## config.mk

```make
export PLATFORM = sky130hd
export DESIGN_NAME = three_wire_serial_display_link_master_top
export DESIGN_NICKNAME = d
export VERILOG_FILES = /design/src/hdl/twsdl_pkg.sv /design/src/hdl/twsdl_front.sv /design/src/hdl/twsdl_back.sv /design/src/hdl/three_wire_serial_display_link_master_top.sv
export SDC_FILE = /design/constraint.sdc
export NUM_CORES = 1
export LEC_CHECK = 0
export ABC_CLOCK_PERIOD_IN_PS = 4100
export BUFFER_PORTS_ARGS = -buffer_cell sky130_fd_sc_hd__buf_2
export CORE_ASPECT_RATIO = 1.2
export CORE_UTILIZATION = 59
export DETAILED_ROUTE_END_ITERATION = 7
export GPL_TIMING_DRIVEN = 1
export PLACE_DENSITY = 0.83
export SYNTH_ARGS = -nofsm -noshare
export SYNTH_HDL_FRONTEND = slang
export SYNTH_HIERARCHICAL = 1
export SYNTH_SLANG_ARGS = --single-unit
```

## constraint.sdc

```tcl
create_clock -name clock -period 4.1 [get_ports clock]
set_input_delay 0.615 -clock clock [delete_from_list [all_inputs] [get_ports clock]]
set_output_delay 0.615 -clock clock [all_outputs]
set_load 0.02 [all_outputs]
```

## src/hdl/twsdl_pkg.sv

```systemverilog
// Shared types, codes and constants of the three-wire serial display link master.
package twsdl_pkg;

   // Transfer lengths in bits
   localparam int READ_BITS   = 32;
   localparam int SEND_BITS   = 8;
   localparam int BIT_IDX_W   = $clog2(READ_BITS + 1);
   localparam int SHIFT_IDX_W = $clog2(READ_BITS);

   // Field widths
   localparam int FUNC_W = 2;
   localparam int BYTE_W = 8;
   localparam int TICK_W = 16;

   // Register port
   localparam int CSR_IDX_W  = 2;
   localparam int CSR_DATA_W = 16;
   localparam logic [CSR_IDX_W-1:0] CSR_LOW_HALF   = 2'd0;
   localparam logic [CSR_IDX_W-1:0] CSR_HIGH_PHASE = 2'd1;
   localparam logic [TICK_W-1:0] LOW_HALF_RESET   = 16'h0fff;
   localparam logic [TICK_W-1:0] HIGH_PHASE_RESET = 16'h1fff;

   // Request function codes on the input channel
   localparam logic [FUNC_W-1:0] FUNC_TICK = 2'd0;
   localparam logic [FUNC_W-1:0] FUNC_CMD  = 2'd1;
   localparam logic [FUNC_W-1:0] FUNC_DATA = 2'd2;
   localparam logic [FUNC_W-1:0] FUNC_READ = 2'd3;

   // Queue between front and back
   localparam int QUEUE_DEPTH = 2;
   localparam int QPTR_W      = $clog2(QUEUE_DEPTH);
   localparam int QCNT_W      = $clog2(QUEUE_DEPTH + 1);

   // Bit subphases
   typedef enum logic [2:0] {
      SUB_LOW_A = 3'b001,
      SUB_LOW_B = 3'b010,
      SUB_HIGH  = 3'b100
   } sub_type;

   typedef enum logic [1:0] {
      REQ_TICK = 2'd0,
      REQ_CMD  = 2'd1,
      REQ_DATA = 2'd2,
      REQ_READ = 2'd3
   } req_kind_type;

   typedef struct packed {
      req_kind_type      kind;
      logic [BYTE_W-1:0] byte_value;
      logic              dio_in;
   } queue_entry_type;

   typedef struct packed {
      logic            valid;
      queue_entry_type entry;
   } queue_head_type;

   typedef enum logic [2:0] {
      MODE_IDLE = 3'b001,
      MODE_SEND = 3'b010,
      MODE_READ = 3'b100
   } mode_type;

endpackage

```

## src/hdl/twsdl_front.sv

```systemverilog
// Front part: accepts tick beats, classifies the request and queues it for the back part.
module twsdl_front (
   input  logic                              clock,
   input  logic                              reset,
   input  logic                              req_valid,
   output logic                              req_ready,
   input  logic [twsdl_pkg::FUNC_W-1:0]      req_func,
   input  logic [twsdl_pkg::BYTE_W-1:0]      req_byte_value,
   input  logic                              req_dio_in,
   output twsdl_pkg::queue_head_type         head,
   input  logic                              pop
);

   twsdl_pkg::queue_entry_type             entry_ff [twsdl_pkg::QUEUE_DEPTH];
   twsdl_pkg::queue_entry_type             new_entry;
   logic [twsdl_pkg::QPTR_W-1:0]           wr_ptr_ff, wr_ptr_in;
   logic [twsdl_pkg::QPTR_W-1:0]           rd_ptr_ff, rd_ptr_in;
   logic [twsdl_pkg::QCNT_W-1:0]           count_ff, count_in;
   logic                                   push;
   logic                                   do_pop;

   // Classify the incoming beat
   always_comb begin
      new_entry.byte_value = req_byte_value;
      new_entry.dio_in     = req_dio_in;
      case (req_func)
         twsdl_pkg::FUNC_CMD:  new_entry.kind = twsdl_pkg::REQ_CMD;
         twsdl_pkg::FUNC_DATA: new_entry.kind = twsdl_pkg::REQ_DATA;
         twsdl_pkg::FUNC_READ: new_entry.kind = twsdl_pkg::REQ_READ;
         default:              new_entry.kind = twsdl_pkg::REQ_TICK;
      endcase
   end

   assign req_ready = (count_ff != twsdl_pkg::QCNT_W'(twsdl_pkg::QUEUE_DEPTH));
   assign push      = req_valid && req_ready;
   assign do_pop    = pop && (count_ff != '0);

   assign head.valid = (count_ff != '0);
   assign head.entry = entry_ff[rd_ptr_ff];

   // Advance pointers and fill count
   always_comb begin
      wr_ptr_in = wr_ptr_ff;
      rd_ptr_in = rd_ptr_ff;
      count_in  = count_ff;
      if (push) begin
         wr_ptr_in = (wr_ptr_ff == twsdl_pkg::QPTR_W'(twsdl_pkg::QUEUE_DEPTH - 1)) ?
                     '0 : wr_ptr_ff + 1'b1;
      end
      if (do_pop) begin
         rd_ptr_in = (rd_ptr_ff == twsdl_pkg::QPTR_W'(twsdl_pkg::QUEUE_DEPTH - 1)) ?
                     '0 : rd_ptr_ff + 1'b1;
      end
      if (push && !do_pop) begin
         count_in = count_ff + 1'b1;
      end else if (do_pop && !push) begin
         count_in = count_ff - 1'b1;
      end
   end

   always_ff @(posedge clock) begin
      if (reset) begin
         wr_ptr_ff <= '0;
         rd_ptr_ff <= '0;
         count_ff  <= '0;
      end else begin
         wr_ptr_ff <= wr_ptr_in;
         rd_ptr_ff <= rd_ptr_in;
         count_ff  <= count_in;
      end
   end

   // Store the beat
   always_ff @(posedge clock) begin
      if (push) begin
         entry_ff[wr_ptr_ff] <= new_entry;
      end
   end

endmodule

```

## src/hdl/twsdl_back.sv

```systemverilog
// Back part: runs the link timing one tick per queued beat and registers the result beat.
module twsdl_back (
   input  logic                                clock,
   input  logic                                reset,
   input  logic                                csr_wr_en,
   input  logic [twsdl_pkg::CSR_IDX_W-1:0]     csr_index,
   input  logic [twsdl_pkg::CSR_DATA_W-1:0]    csr_wdata,
   input  twsdl_pkg::queue_head_type           head,
   output logic                                pop,
   output logic                                rsp_valid,
   input  logic                                rsp_ready,
   output logic                                rsp_strobe_pin,
   output logic                                rsp_clock_pin,
   output logic                                rsp_data_out_pin,
   output logic                                rsp_data_drive,
   output logic                                rsp_busy_res,
   output logic                                rsp_request_rejected,
   output logic [twsdl_pkg::READ_BITS-1:0]     rsp_read_word,
   output logic                                rsp_read_valid
);

   // Timing registers
   logic [twsdl_pkg::TICK_W-1:0]    low_half_ff, high_phase_ff;

   // Link state
   twsdl_pkg::mode_type             mode_ff, mode_in;
   logic [twsdl_pkg::BIT_IDX_W-1:0] bit_idx_ff, bit_idx_in, bit_next;
   twsdl_pkg::sub_type              sub_ff, sub_in;
   logic [twsdl_pkg::TICK_W-1:0]    cnt_ff, cnt_in;
   logic [twsdl_pkg::READ_BITS-1:0] shift_ff, shift_in;
   logic                            stb_ff, stb_in;
   logic                            clk_ff, clk_in;
   logic                            dat_ff, dat_in;
   logic                            drv_ff, drv_in;
   logic                            pend_ff, pend_in;

   // Step results
   logic                            rejected;
   logic                            word_valid;
   logic [twsdl_pkg::READ_BITS-1:0] word;
   logic [twsdl_pkg::TICK_W-1:0]    len_sel, len_eff;
   logic                            last_bit;

   // Output register
   logic                            out_valid_ff;
   logic                            out_stb_ff, out_clk_ff, out_dat_ff, out_drv_ff;
   logic                            out_busy_ff, out_rej_ff, out_rvalid_ff;
   logic [twsdl_pkg::READ_BITS-1:0] out_word_ff;

   twsdl_pkg::queue_entry_type      beat;

   assign beat = head.entry;
   assign pop  = head.valid && (!out_valid_ff || rsp_ready);

   // Write timing registers
   always_ff @(posedge clock) begin
      if (reset) begin
         low_half_ff   <= twsdl_pkg::LOW_HALF_RESET;
         high_phase_ff <= twsdl_pkg::HIGH_PHASE_RESET;
      end else if (csr_wr_en) begin
         if (csr_index == twsdl_pkg::CSR_LOW_HALF) begin
            low_half_ff <= csr_wdata;
         end else if (csr_index == twsdl_pkg::CSR_HIGH_PHASE) begin
            high_phase_ff <= csr_wdata;
         end
      end
   end

   // Phase length, zero counts as one tick
   assign len_sel  = (sub_ff == twsdl_pkg::SUB_HIGH) ? high_phase_ff : low_half_ff;
   assign len_eff  = (len_sel == '0) ? twsdl_pkg::TICK_W'(1) : len_sel;
   assign bit_next = bit_idx_ff + 1'b1;
   assign last_bit = (mode_ff == twsdl_pkg::MODE_READ) ?
                     (bit_next >= twsdl_pkg::BIT_IDX_W'(twsdl_pkg::READ_BITS)) :
                     (bit_next >= twsdl_pkg::BIT_IDX_W'(twsdl_pkg::SEND_BITS));

   // Advance the link by one tick
   always_comb begin
      mode_in    = mode_ff;
      bit_idx_in = bit_idx_ff;
      sub_in     = sub_ff;
      cnt_in     = cnt_ff;
      shift_in   = shift_ff;
      stb_in     = stb_ff;
      clk_in     = clk_ff;
      dat_in     = dat_ff;
      drv_in     = drv_ff;
      pend_in    = pend_ff;
      rejected   = 1'b0;
      word_valid = 1'b0;
      word       = '0;
      if (mode_ff != twsdl_pkg::MODE_IDLE) begin
         rejected = (beat.kind != twsdl_pkg::REQ_TICK);
         if (pend_ff) begin
            // end the command strobe pulse and open the first bit
            pend_in = 1'b0;
            stb_in  = 1'b0;
            clk_in  = 1'b0;
            sub_in  = twsdl_pkg::SUB_LOW_A;
            cnt_in  = twsdl_pkg::TICK_W'(1);
         end else if (cnt_ff < len_eff) begin
            cnt_in = cnt_ff + 1'b1;
         end else begin
            case (sub_ff)
               twsdl_pkg::SUB_LOW_A: begin
                  sub_in = twsdl_pkg::SUB_LOW_B;
                  cnt_in = twsdl_pkg::TICK_W'(1);
                  if (mode_ff == twsdl_pkg::MODE_READ) begin
                     if (beat.dio_in) begin
                        shift_in[bit_idx_ff[twsdl_pkg::SHIFT_IDX_W-1:0]] = 1'b1;
                     end
                  end else begin
                     dat_in   = shift_ff[0];
                     shift_in = shift_ff >> 1;
                  end
               end
               twsdl_pkg::SUB_LOW_B: begin
                  sub_in = twsdl_pkg::SUB_HIGH;
                  cnt_in = twsdl_pkg::TICK_W'(1);
                  clk_in = 1'b1;
               end
               default: begin
                  if (last_bit) begin
                     if (mode_ff == twsdl_pkg::MODE_READ) begin
                        word       = shift_ff;
                        word_valid = 1'b1;
                     end
                     mode_in    = twsdl_pkg::MODE_IDLE;
                     bit_idx_in = '0;
                     sub_in     = twsdl_pkg::SUB_LOW_A;
                     cnt_in     = '0;
                  end else begin
                     bit_idx_in = bit_next;
                     clk_in     = 1'b0;
                     sub_in     = twsdl_pkg::SUB_LOW_A;
                     cnt_in     = twsdl_pkg::TICK_W'(1);
                  end
               end
            endcase
         end
      end else begin
         // start a new transfer from idle
         case (beat.kind)
            twsdl_pkg::REQ_CMD: begin
               bit_idx_in = '0;
               stb_in     = 1'b1;
               drv_in     = 1'b1;
               mode_in    = twsdl_pkg::MODE_SEND;
               shift_in   = twsdl_pkg::READ_BITS'(beat.byte_value);
               pend_in    = 1'b1;
               sub_in     = twsdl_pkg::SUB_LOW_A;
               cnt_in     = '0;
            end
            twsdl_pkg::REQ_DATA: begin
               bit_idx_in = '0;
               drv_in     = 1'b1;
               mode_in    = twsdl_pkg::MODE_SEND;
               shift_in   = twsdl_pkg::READ_BITS'(beat.byte_value);
               clk_in     = 1'b0;
               sub_in     = twsdl_pkg::SUB_LOW_A;
               cnt_in     = twsdl_pkg::TICK_W'(1);
            end
            twsdl_pkg::REQ_READ: begin
               bit_idx_in = '0;
               drv_in     = 1'b0;
               mode_in    = twsdl_pkg::MODE_READ;
               shift_in   = '0;
               clk_in     = 1'b0;
               sub_in     = twsdl_pkg::SUB_LOW_A;
               cnt_in     = twsdl_pkg::TICK_W'(1);
            end
            default: begin
               mode_in = mode_ff;
            end
         endcase
      end
   end

   // Hold link state, advance on each popped beat
   always_ff @(posedge clock) begin
      if (reset) begin
         mode_ff    <= twsdl_pkg::MODE_IDLE;
         bit_idx_ff <= '0;
         sub_ff     <= twsdl_pkg::SUB_LOW_A;
         cnt_ff     <= '0;
         shift_ff   <= '0;
         stb_ff     <= 1'b1;
         clk_ff     <= 1'b1;
         dat_ff     <= 1'b0;
         drv_ff     <= 1'b0;
         pend_ff    <= 1'b0;
      end else if (pop) begin
         mode_ff    <= mode_in;
         bit_idx_ff <= bit_idx_in;
         sub_ff     <= sub_in;
         cnt_ff     <= cnt_in;
         shift_ff   <= shift_in;
         stb_ff     <= stb_in;
         clk_ff     <= clk_in;
         dat_ff     <= dat_in;
         drv_ff     <= drv_in;
         pend_ff    <= pend_in;
      end
   end

   // Output beat valid
   always_ff @(posedge clock) begin
      if (reset) begin
         out_valid_ff <= 1'b0;
      end else if (pop) begin
         out_valid_ff <= 1'b1;
      end else if (rsp_ready) begin
         out_valid_ff <= 1'b0;
      end
   end

   // Output beat payload
   always_ff @(posedge clock) begin
      if (pop) begin
         out_stb_ff    <= stb_in;
         out_clk_ff    <= clk_in;
         out_dat_ff    <= dat_in;
         out_drv_ff    <= drv_in;
         out_busy_ff   <= (mode_in != twsdl_pkg::MODE_IDLE);
         out_rej_ff    <= rejected;
         out_word_ff   <= word;
         out_rvalid_ff <= word_valid;
      end
   end

   assign rsp_valid            = out_valid_ff;
   assign rsp_strobe_pin       = out_stb_ff;
   assign rsp_clock_pin        = out_clk_ff;
   assign rsp_data_out_pin     = out_dat_ff;
   assign rsp_data_drive       = out_drv_ff;
   assign rsp_busy_res         = out_busy_ff;
   assign rsp_request_rejected = out_rej_ff;
   assign rsp_read_word        = out_word_ff;
   assign rsp_read_valid       = out_rvalid_ff;

endmodule

```

## src/hdl/three_wire_serial_display_link_master_top.sv

```systemverilog
// Top level of the three-wire serial display link master.
//
// Each beat on the req_ channel is one tick of the link timer and may carry a
// request (command byte, data byte or 32-bit read). Each tick gives exactly one
// beat on the rsp_ channel with the pin levels after that tick, busy, reject
// flag and, at the end of a read, the received word.
// The csr_ port writes the two phase-length registers (index 0 low half,
// index 1 high phase); write only while no tick is outstanding.
// A tick is queued, then shown on rsp_ once popped into the output register.
// Throughput: one tick per cycle while rsp_ready holds; the back part steps the
// link once per cycle, popping one queued tick and loading the output register.
// A two-entry queue parts the front from the back; when the receiver stalls,
// the output register holds, the back stops and the queue fills, after which
// req_ready drops until a beat is taken.
// Reset: registers return to 4095 and 8191, the link goes idle with strobe and
// clock high and data released; queue and output register empty.
module three_wire_serial_display_link_master_top (
   input  logic                              clock,
   input  logic                              reset,
   input  logic                              csr_wr_en,
   input  logic [twsdl_pkg::CSR_IDX_W-1:0]   csr_index,
   input  logic [twsdl_pkg::CSR_DATA_W-1:0]  csr_wdata,
   input  logic                              req_valid,
   output logic                              req_ready,
   input  logic [twsdl_pkg::FUNC_W-1:0]      req_func,
   input  logic [twsdl_pkg::BYTE_W-1:0]      req_byte_value,
   input  logic                              req_dio_in,
   output logic                              rsp_valid,
   input  logic                              rsp_ready,
   output logic                              rsp_strobe_pin,
   output logic                              rsp_clock_pin,
   output logic                              rsp_data_out_pin,
   output logic                              rsp_data_drive,
   output logic                              rsp_busy_res,
   output logic                              rsp_request_rejected,
   output logic [twsdl_pkg::READ_BITS-1:0]   rsp_read_word,
   output logic                              rsp_read_valid
);

   twsdl_pkg::queue_head_type head;
   logic                      pop;

   // Accept and classify
   twsdl_front u_front (
      .clock          (clock),
      .reset          (reset),
      .req_valid      (req_valid),
      .req_ready      (req_ready),
      .req_func       (req_func),
      .req_byte_value (req_byte_value),
      .req_dio_in     (req_dio_in),
      .head           (head),
      .pop            (pop)
   );

   // Run the link
   twsdl_back u_back (
      .clock                (clock),
      .reset                (reset),
      .csr_wr_en            (csr_wr_en),
      .csr_index            (csr_index),
      .csr_wdata            (csr_wdata),
      .head                 (head),
      .pop                  (pop),
      .rsp_valid            (rsp_valid),
      .rsp_ready            (rsp_ready),
      .rsp_strobe_pin       (rsp_strobe_pin),
      .rsp_clock_pin        (rsp_clock_pin),
      .rsp_data_out_pin     (rsp_data_out_pin),
      .rsp_data_drive       (rsp_data_drive),
      .rsp_busy_res         (rsp_busy_res),
      .rsp_request_rejected (rsp_request_rejected),
      .rsp_read_word        (rsp_read_word),
      .rsp_read_valid       (rsp_read_valid)
   );

endmodule
```

==> results of run 1 <==
## final cells by class
type | count | share of cell area (%)
Clock buffer | 20 | 5.19
Clock inverter | 12 | 1.47
Inverter | 14 | 0.598
Multi-Input combinational cell | 547 | 41.3
Sequential cell | 164 | 44.3
Tap cell | 164 | 2.33
Timing Repair Buffer | 81 | 4.81
## through the flow
step / util (%) / total power (W)
final: 68.8 / 0.00518
after global routing: 68.8 / 0.00539
after CTS: 68.8 / 0.00517
after detailed placement: 64.2 / 0.00360
after global placement: 64.2 / 0.00353
after floorplan: - / 0.00319
## report_power, final
part	internal [W]	switching [W]
clock network	0.000929	0.000641
registers	0.00203	0.000145
logic	0.000431	0.00100
## worst max-delay path: stages (launching register included)
cell,delay (ns)
sky130_fd_sc_hd__dfxtp_1,0.41
sky130_fd_sc_hd__nor3b_2,0.19
sky130_fd_sc_hd__buf_4,0.29
sky130_fd_sc_hd__mux2i_1,0.26
sky130_fd_sc_hd__ha_1,0.29
sky130_fd_sc_hd__a2111oi_0,0.39
sky130_fd_sc_hd__a21oi_1,0.12
sky130_fd_sc_hd__a311o_1,0.40
sky130_fd_sc_hd__o21a_2,0.28
sky130_fd_sc_hd__o21ai_2,0.14
sky130_fd_sc_hd__buf_4,0.34
sky130_fd_sc_hd__mux2i_1,0.25
## registers in the layout (all words and copies together) (netlist names), 2 cells and up, named ones only
register              flops
u_back/bit_idx_ff         6
u_back/cnt_ff            16
u_back/high_phase_ff     16
u_back/low_half_ff       16
u_back/mode_ff            3
u_back/rsp_read_word     32
u_back/shift_ff          32
u_back/sub_ff             3
u_front/count_ff          2
u_front/entry_ff         22
## worst paths after layout
check                                 from                                to  slack [ns]  cells past startpoint
max          u_back/sub_ff[2]$_SDFFE_PP0P_   u_back/shift_ff[0]$_SDFFE_PP0P_        0.65                     11
max reg2reg  u_back/sub_ff[2]$_SDFFE_PP0P_   u_back/shift_ff[0]$_SDFFE_PP0P_        0.65                     11
min reg2reg     u_back/dat_ff$_SDFFE_PP0P_        u_back/dat_ff$_SDFFE_PP0P_        0.48                      2
min                      req_byte_value[4]  u_front/entry_ff[1][5]$_DFFE_PP_        0.38                      1
## cells in the mapped netlist, types with 12 or more instances
master,instances
sky130_fd_sc_hd__a211oi_1,18
sky130_fd_sc_hd__a21oi_1,38
sky130_fd_sc_hd__and2_1,36
sky130_fd_sc_hd__clkbuf_1,37
sky130_fd_sc_hd__dfxtp_1,103
sky130_fd_sc_hd__edfxtp_1,61
sky130_fd_sc_hd__ha_1,26
sky130_fd_sc_hd__inv_1,12
sky130_fd_sc_hd__mux2_2,13
sky130_fd_sc_hd__mux2i_1,33
sky130_fd_sc_hd__nand2_1,78
sky130_fd_sc_hd__nand3_1,20
sky130_fd_sc_hd__nand4_1,37
sky130_fd_sc_hd__nor2_1,55
sky130_fd_sc_hd__o21ai_0,37
sky130_fd_sc_hd__o31ai_1,27
## logic make-up (layout without fill, tap and decap cells)
| logic type | after synthesis | in the layout | share of synthesized area, % |
|---|---|---|---|
| compound gates | 171 | 171 | 15.1 |
| buf+inv | 66 | 127 | 3.42 |
| xor+xnor | 19 | 19 | 2.14 |
| simple gates | 284 | 284 | 18.9 |
| mux | 47 | 47 | 6.32 |
| flops | 164 | 164 | 50.0 |
| fa+ha+maj | 26 | 26 | 4.18 |
## routing by layer
layer	track usage [%]	up-vias
met5	0	-
met4	12.5	0
met3	5.49	53
met2	46.7	310
met1	31.6	3072
li1	-	2975
==> impl_metrics.csv, run 1 <==
group,metric,value,unit
logic_synthesis,ys_warn_count,6,
cts,cts_max_path_buffers,2,
final_layout,multi_input_area,0.00363,mm²
floorplan,die_width,107,µm
worst_setup_path,worstSetupStartpointType,"flip-flop",
grt,grtUsageTotal,26.8,%
place,io_buffer_count,74,
logic_synthesis,synth_enable_flop_cells,61,
cts,worst_setup_hold_path_clk_slew,0.06,ns
floorplan,placement_rows,45,
sta,maxSlewHeadroom,6.60,%
place,gpl.final_weighted_congestion,0.860,
status,run_status,"complete, no violations",
cts,cts-htree-levels,4,
logic_synthesis,synth_sequential_area_ratio,50.0,%
routing,met2RoutedLength,9300,µm
place,place.detailed.instances,970,
cts,cts_tree,"yes",
cts,cts_hold_repair.buffers,0,
routing,met3_wirelength,1160,µm
sta,final_max_slew_viol_count,0,
routing,route.layer.met1.wl,7090,µm
floorplan,floorplan.die_area,0.0137,mm²
flow_run,max-cap-violations,0,
grt,grt_pass1_wl,29300,µm
power_and_ir_drop,power.density,589,mW/mm²
place,placement.cell_area,0.00821,mm²
worst_setup_path,critical_path_required,4.44,ns
sta,max_freq,290,MHz
sta,fin_tns_setup,0,ns
final_layout,fin_area,0.00879,mm²
routing,antenna_violating_nets_post_route,0,
final_layout,final_layout_size_suffix_gt1_share,16.9,%
power_and_ir_drop,max-vdd-ir-drop,427,µV
logic_synthesis,synth.ff_latch_count,164,
logic_synthesis,syn_nets,837,
floorplan,fp.dieH,128,µm
logic_synthesis,netlist.top_cell.by_area,"sky130_fd_sc_hd__dfxtp_1",
floorplan,initial_utilization,60.9,%
routing,top_layer_used,"met4",
routing,routed-via-count,6410,
hold_path,worstHoldPathType,"in -> reg",
cts,cts.root.buffer_cell,"sky130_fd_sc_hd__clkbuf_16",
floorplan,fp.coreArea,0.0128,mm²
cts,clock-sinks,164,
cts,post_cts_resize_count,0,
logic_synthesis,synth.lib_cells_used.distinct,66,
sta,final.min_clock_period,3.45,ns
final_layout,final_net_count,885,
grt,globalRouteOverflowTotal,0,
final_layout,final_cell_mix,"sky130_fd_sc_hd__dfxtp_1 (103), sky130_fd_sc_hd__nand2_1 (78), sky130_fd_sc_hd__buf_2 (74)",
logic_synthesis,yosys.area.top_type_share,26.5,%
sta,setup_repair_after_global_routing_missed_its_margin,"no",
worst_setup_path,critPathArrivalTime,3.79,ns
final_layout,layout_commonest_cell,"sky130_fd_sc_hd__dfxtp_1",
logic_synthesis,synth_area,0.00778,mm²
place,post-place-ws,0.736,ns
sta,fin_worst_hold_slack,0.378,ns
sta,clock-skew-final,0.00668,ns
sta,finalSetupViolations,0,
worst_setup_path,critPathCaptureType,"flip-flop",
grt,initial_antenna_violation_count,0,
sta,timing.final.crit_share,84.2,%
routing,avgViaCountPerCell,6.40,
logic_synthesis,synth.area.top_cells,"sky130_fd_sc_hd__dfxtp_1 (26%), sky130_fd_sc_hd__edfxtp_1 (24%), sky130_fd_sc_hd__mux2i_1 (4.2%)",
routing,drt_drc_violations_left,0,
logic_synthesis,yosys_most_used_dff,"sky130_fd_sc_hd__dfxtp_1",
grt,grt_max_degree,47,
logic_synthesis,synth-async-reset-ratio,0,%
sta,timing_hold_violations_final,0,
final_layout,area_growth,13.0,%
worst_setup_path,path_class,"reg -> reg",
cts,clk-insertion-delay-late,0.42,ns
routing,routed_wirelength,18100,µm
final_layout,layout.cells.non_filler,1002,
sta,timing.final.ws_setup,0.648,ns
final_layout,filler_cell_count,940,
logic_synthesis,synth_cells,777,
power_and_ir_drop,leakage,3.28,nW
routing,initialDrtViolationCount,565,
grt,grt_pass1_vias,6174,
place,detailedPlacementHpwl,11700,µm
final_layout,insertedDiodeCount,0,
final_layout,register_area,0.00389,mm²
routing,mean_routed_wirelength_per_cell,18.0,µm
cts,post_cts.repair.setup_buffers,0,
floorplan,floorplan.io_pins,75,
logic_synthesis,avgSynthCellArea,10.0,µm²
sta,least_margin_pin_slew,1.40,ns
routing,drt-pass1-iter-count,7,
cts,cts_made_buffers,17,
worst_setup_path,worstPathMaxFanout,31,
Note: power is estimated with default switching activity, not from simulation.
==> inputs of run 2 (changes only) <==
- ABC_CLOCK_PERIOD_IN_PS: 4100 -> 3500
- clock period: 4.1 -> 3.5 ns (I/O delays scaled with it)
==> impl_metrics.csv, run 2 (synthesis results as in run 1) <==
group,metric,value,unit
place,io_buffer_count,74,
cts,cts-htree-levels,4,
sta,fin_tns_setup,0,ns
flow_run,max-cap-violations,0,
routing,avgViaCountPerCell,6.29,
worst_setup_path,critical-path-top-delay-family,"simple AND/OR/NAND/NOR gates",
place,gpl.final_weighted_congestion,0.837,
cts,worst_setup_hold_path_clk_slew,0.06,ns
final_layout,final_layout_size_suffix_gt1_share,18.4,%
power_and_ir_drop,power.switching,0.00213,W
grt,grt_max_degree,47,
floorplan,die_width,107,µm
sta,clock-skew-final,0.0104,ns
power_and_ir_drop,max-vdd-ir-drop,433,µV
floorplan,fp.dieH,128,µm
final_layout,layout_commonest_cell,"sky130_fd_sc_hd__dfxtp_1",
power_and_ir_drop,leakage,3.35,nW
worst_setup_path,worstPathMaxFanout,33,
power_and_ir_drop,power.density,691,mW/mm²
grt,gr-usage-met2,46.0,%
worst_setup_path,timing.critical_path.buf_inv,1,
routing,initialDrtViolationCount,543,
sta,least_margin_pin_slew,0.790,ns
final_layout,final_cell_mix,"sky130_fd_sc_hd__dfxtp_1 (103), sky130_fd_sc_hd__nand2_1 (78), sky130_fd_sc_hd__buf_2 (74)",
worst_setup_path,critPathCaptureType,"flip-flop",
grt,initial_antenna_violation_count,0,
sta,final.min_clock_period,3.40,ns
cts,cts.root.buffer_cell,"sky130_fd_sc_hd__clkbuf_16",
final_layout,area_growth,14.7,%
sta,max_freq,294,MHz
sta,timing.final.crit_share,97.1,%
routing,routed_wirelength,17800,µm
worst_setup_path,cpPeakStageDelay,0.40,ns
grt,grtUsageMet3,5.39,%
floorplan,initial_utilization,60.9,%
grt,layer_with_the_highest_usage_after_global_routing,"met2",
worst_setup_path,critical_path.slowest_cell,"sky130_fd_sc_hd__dfxtp_1",
cts,cts_hold_repair.buffers,0,
routing,drt_drc_violations_left,1,
worst_setup_path,critPathArrivalTime,3.58,ns
worst_setup_path,worstSetupStartpointType,"flip-flop",
worst_setup_path,path_cells,"nor3b_4 > buf_6 > mux2i_1 > ha_1 > o21a_1 > o21ai_0 > a21oi_1 > a311o_1 > or2_4 > and4_4 > and2_1",
worst_setup_path,path_class,"reg -> reg",
power_and_ir_drop,comb_power_share,28.1,%
final_layout,insertedDiodeCount,0,
status,violated_checks,"design-rule violations",
grt,grt_pass1_wl,29100,µm
worst_setup_path,critical_path_required,3.68,ns
cts,cts_max_path_buffers,2,
floorplan,placement_rows,45,
worst_setup_path,ff2ff_setup_slack,0.10,ns
place,placement.cell_area,0.00830,mm²
power_and_ir_drop,clockPowerShare,30.9,%
sta,finalSetupViolations,0,
grt,grt_pass1_vias,6090,
grt,grtUsageTotal,26.8,%
floorplan,fp.coreArea,0.0128,mm²
sta,timing_hold_violations_final,0,
hold_path,worstHoldPathType,"in -> reg",
routing,drt-pass1-iter-count,8,
routing,antenna_violating_nets_post_route,0,
cts,cts_tree,"yes",
cts,clock-sinks,164,
final_layout,fin_area,0.00893,mm²
routing,routed-via-count,6360,
floorplan,floorplan.io_pins,75,
floorplan,floorplan.die_area,0.0137,mm²
place,detailedPlacementHpwl,11600,µm
power_and_ir_drop,seq_pwr_share,41.0,%
status,run_status,"finished with violations",
cts,clk-insertion-delay-late,0.43,ns
cts,cts_made_buffers,17,
final_layout,final_net_count,894,
sta,setup_repair_after_global_routing_missed_its_margin,"no",
final_layout,filler_cell_count,898,
power_and_ir_drop,p_int,0.00404,W
power_and_ir_drop,switching_share,34.5,%
routing,mean_routed_wirelength_per_cell,17.6,µm
grt,globalRouteOverflowTotal,0,
sta,maxSlewHeadroom,47.3,%
grt,grtUsageMet1,32.6,%
sta,final_max_slew_viol_count,0,
[run 2: what timing repair did]
| action | 4_1_cts | 5_1_grt |
|---|---|---|
| endpoints found under the hold margin | 0 | 0 |
| resized for setup | 0 | 5 |
| setup buffers | 0 | 0 |
| endpoints found under the setup margin | 0 | 48 |
[run 2: per-layer routing]
metal | vias up | wire (µm)
li1 | 2988 | -
met1 | 3014 | 7200
met2 | 312 | 9050
met3 | 46 | 1160
met4 | 0 | 374
met5 | - | 0
[run 2: through the flow]
step / total power [W] / utilization (%) / hold slack, ns / cells / setup slack [ns]
after floorplan: 0.00374 / - / 0.435 / 777 / 0.101
after global placement: 0.00418 / 65.0 / 0.443 / 979 / 0.248
after detailed placement: 0.00425 / 65.0 / 0.463 / 979 / 0.0684
after CTS: 0.00616 / 69.7 / 0.277 / 1011 / 0.0384
after global routing: 0.00643 / 69.8 / 0.273 / 1011 / 0.00170
final: 0.00617 / 69.8 / 0.287 / 1011 / 0.103
[run 2: worst register-to-register path, stage by stage, from the launching register on]
cell and delay, ns:
sky130_fd_sc_hd__dfxtp_1 0.40, sky130_fd_sc_hd__nor3b_4 0.36, sky130_fd_sc_hd__buf_6 0.20, sky130_fd_sc_hd__mux2i_1 0.24
sky130_fd_sc_hd__ha_1 0.29, sky130_fd_sc_hd__o21a_1 0.19, sky130_fd_sc_hd__o21ai_0 0.17, sky130_fd_sc_hd__a21oi_1 0.08
sky130_fd_sc_hd__a311o_1 0.40, sky130_fd_sc_hd__or2_4 0.34, sky130_fd_sc_hd__and4_4 0.28, sky130_fd_sc_hd__and2_1 0.21
[run 2: final timing paths]
kind / to / depth (start not counted) / from
setup / recovery: u_back/rsp_read_word[2]$_SDFFCE_PP0P_ / 11 / u_back/sub_ff[2]$_SDFFE_PP0P_
hold / removal: u_front/entry_ff[0][9]$_DFFE_PP_ / 1 / req_func[0]
setup reg to reg: u_back/rsp_read_word[2]$_SDFFCE_PP0P_ / 11 / u_back/sub_ff[2]$_SDFFE_PP0P_
hold reg to reg: u_back/dat_ff$_SDFFE_PP0P_ / 2 / u_back/dat_ff$_SDFFE_PP0P_
[run 2: power groups by stage]
stage	Combinational (W)	Clock [W]	Sequential (W)
final	0.00174	0.00190	0.00253
after CTS	0.00171	0.00192	0.00253
after floorplan	0.000936	0	0.00281
after global routing	0.00187	0.00201	0.00256
after detailed placement	0.00168	0	0.00257
after global placement	0.00163	0	0.00255
[run 2: final cells by class]
| cell class | count | area, µm² | area share, % |
|---|---|---|---|
| Clock buffer | 19 | 464 | 5.20 |
| Clock inverter | 13 | 141 | 1.58 |
| Inverter | 14 | 52.6 | 0.589 |
| Multi-Input combinational cell | 547 | 3650 | 40.9 |
| Sequential cell | 164 | 3890 | 43.6 |
| Tap cell | 164 | 205 | 2.30 |
| Timing Repair Buffer | 90 | 519 | 5.82 |
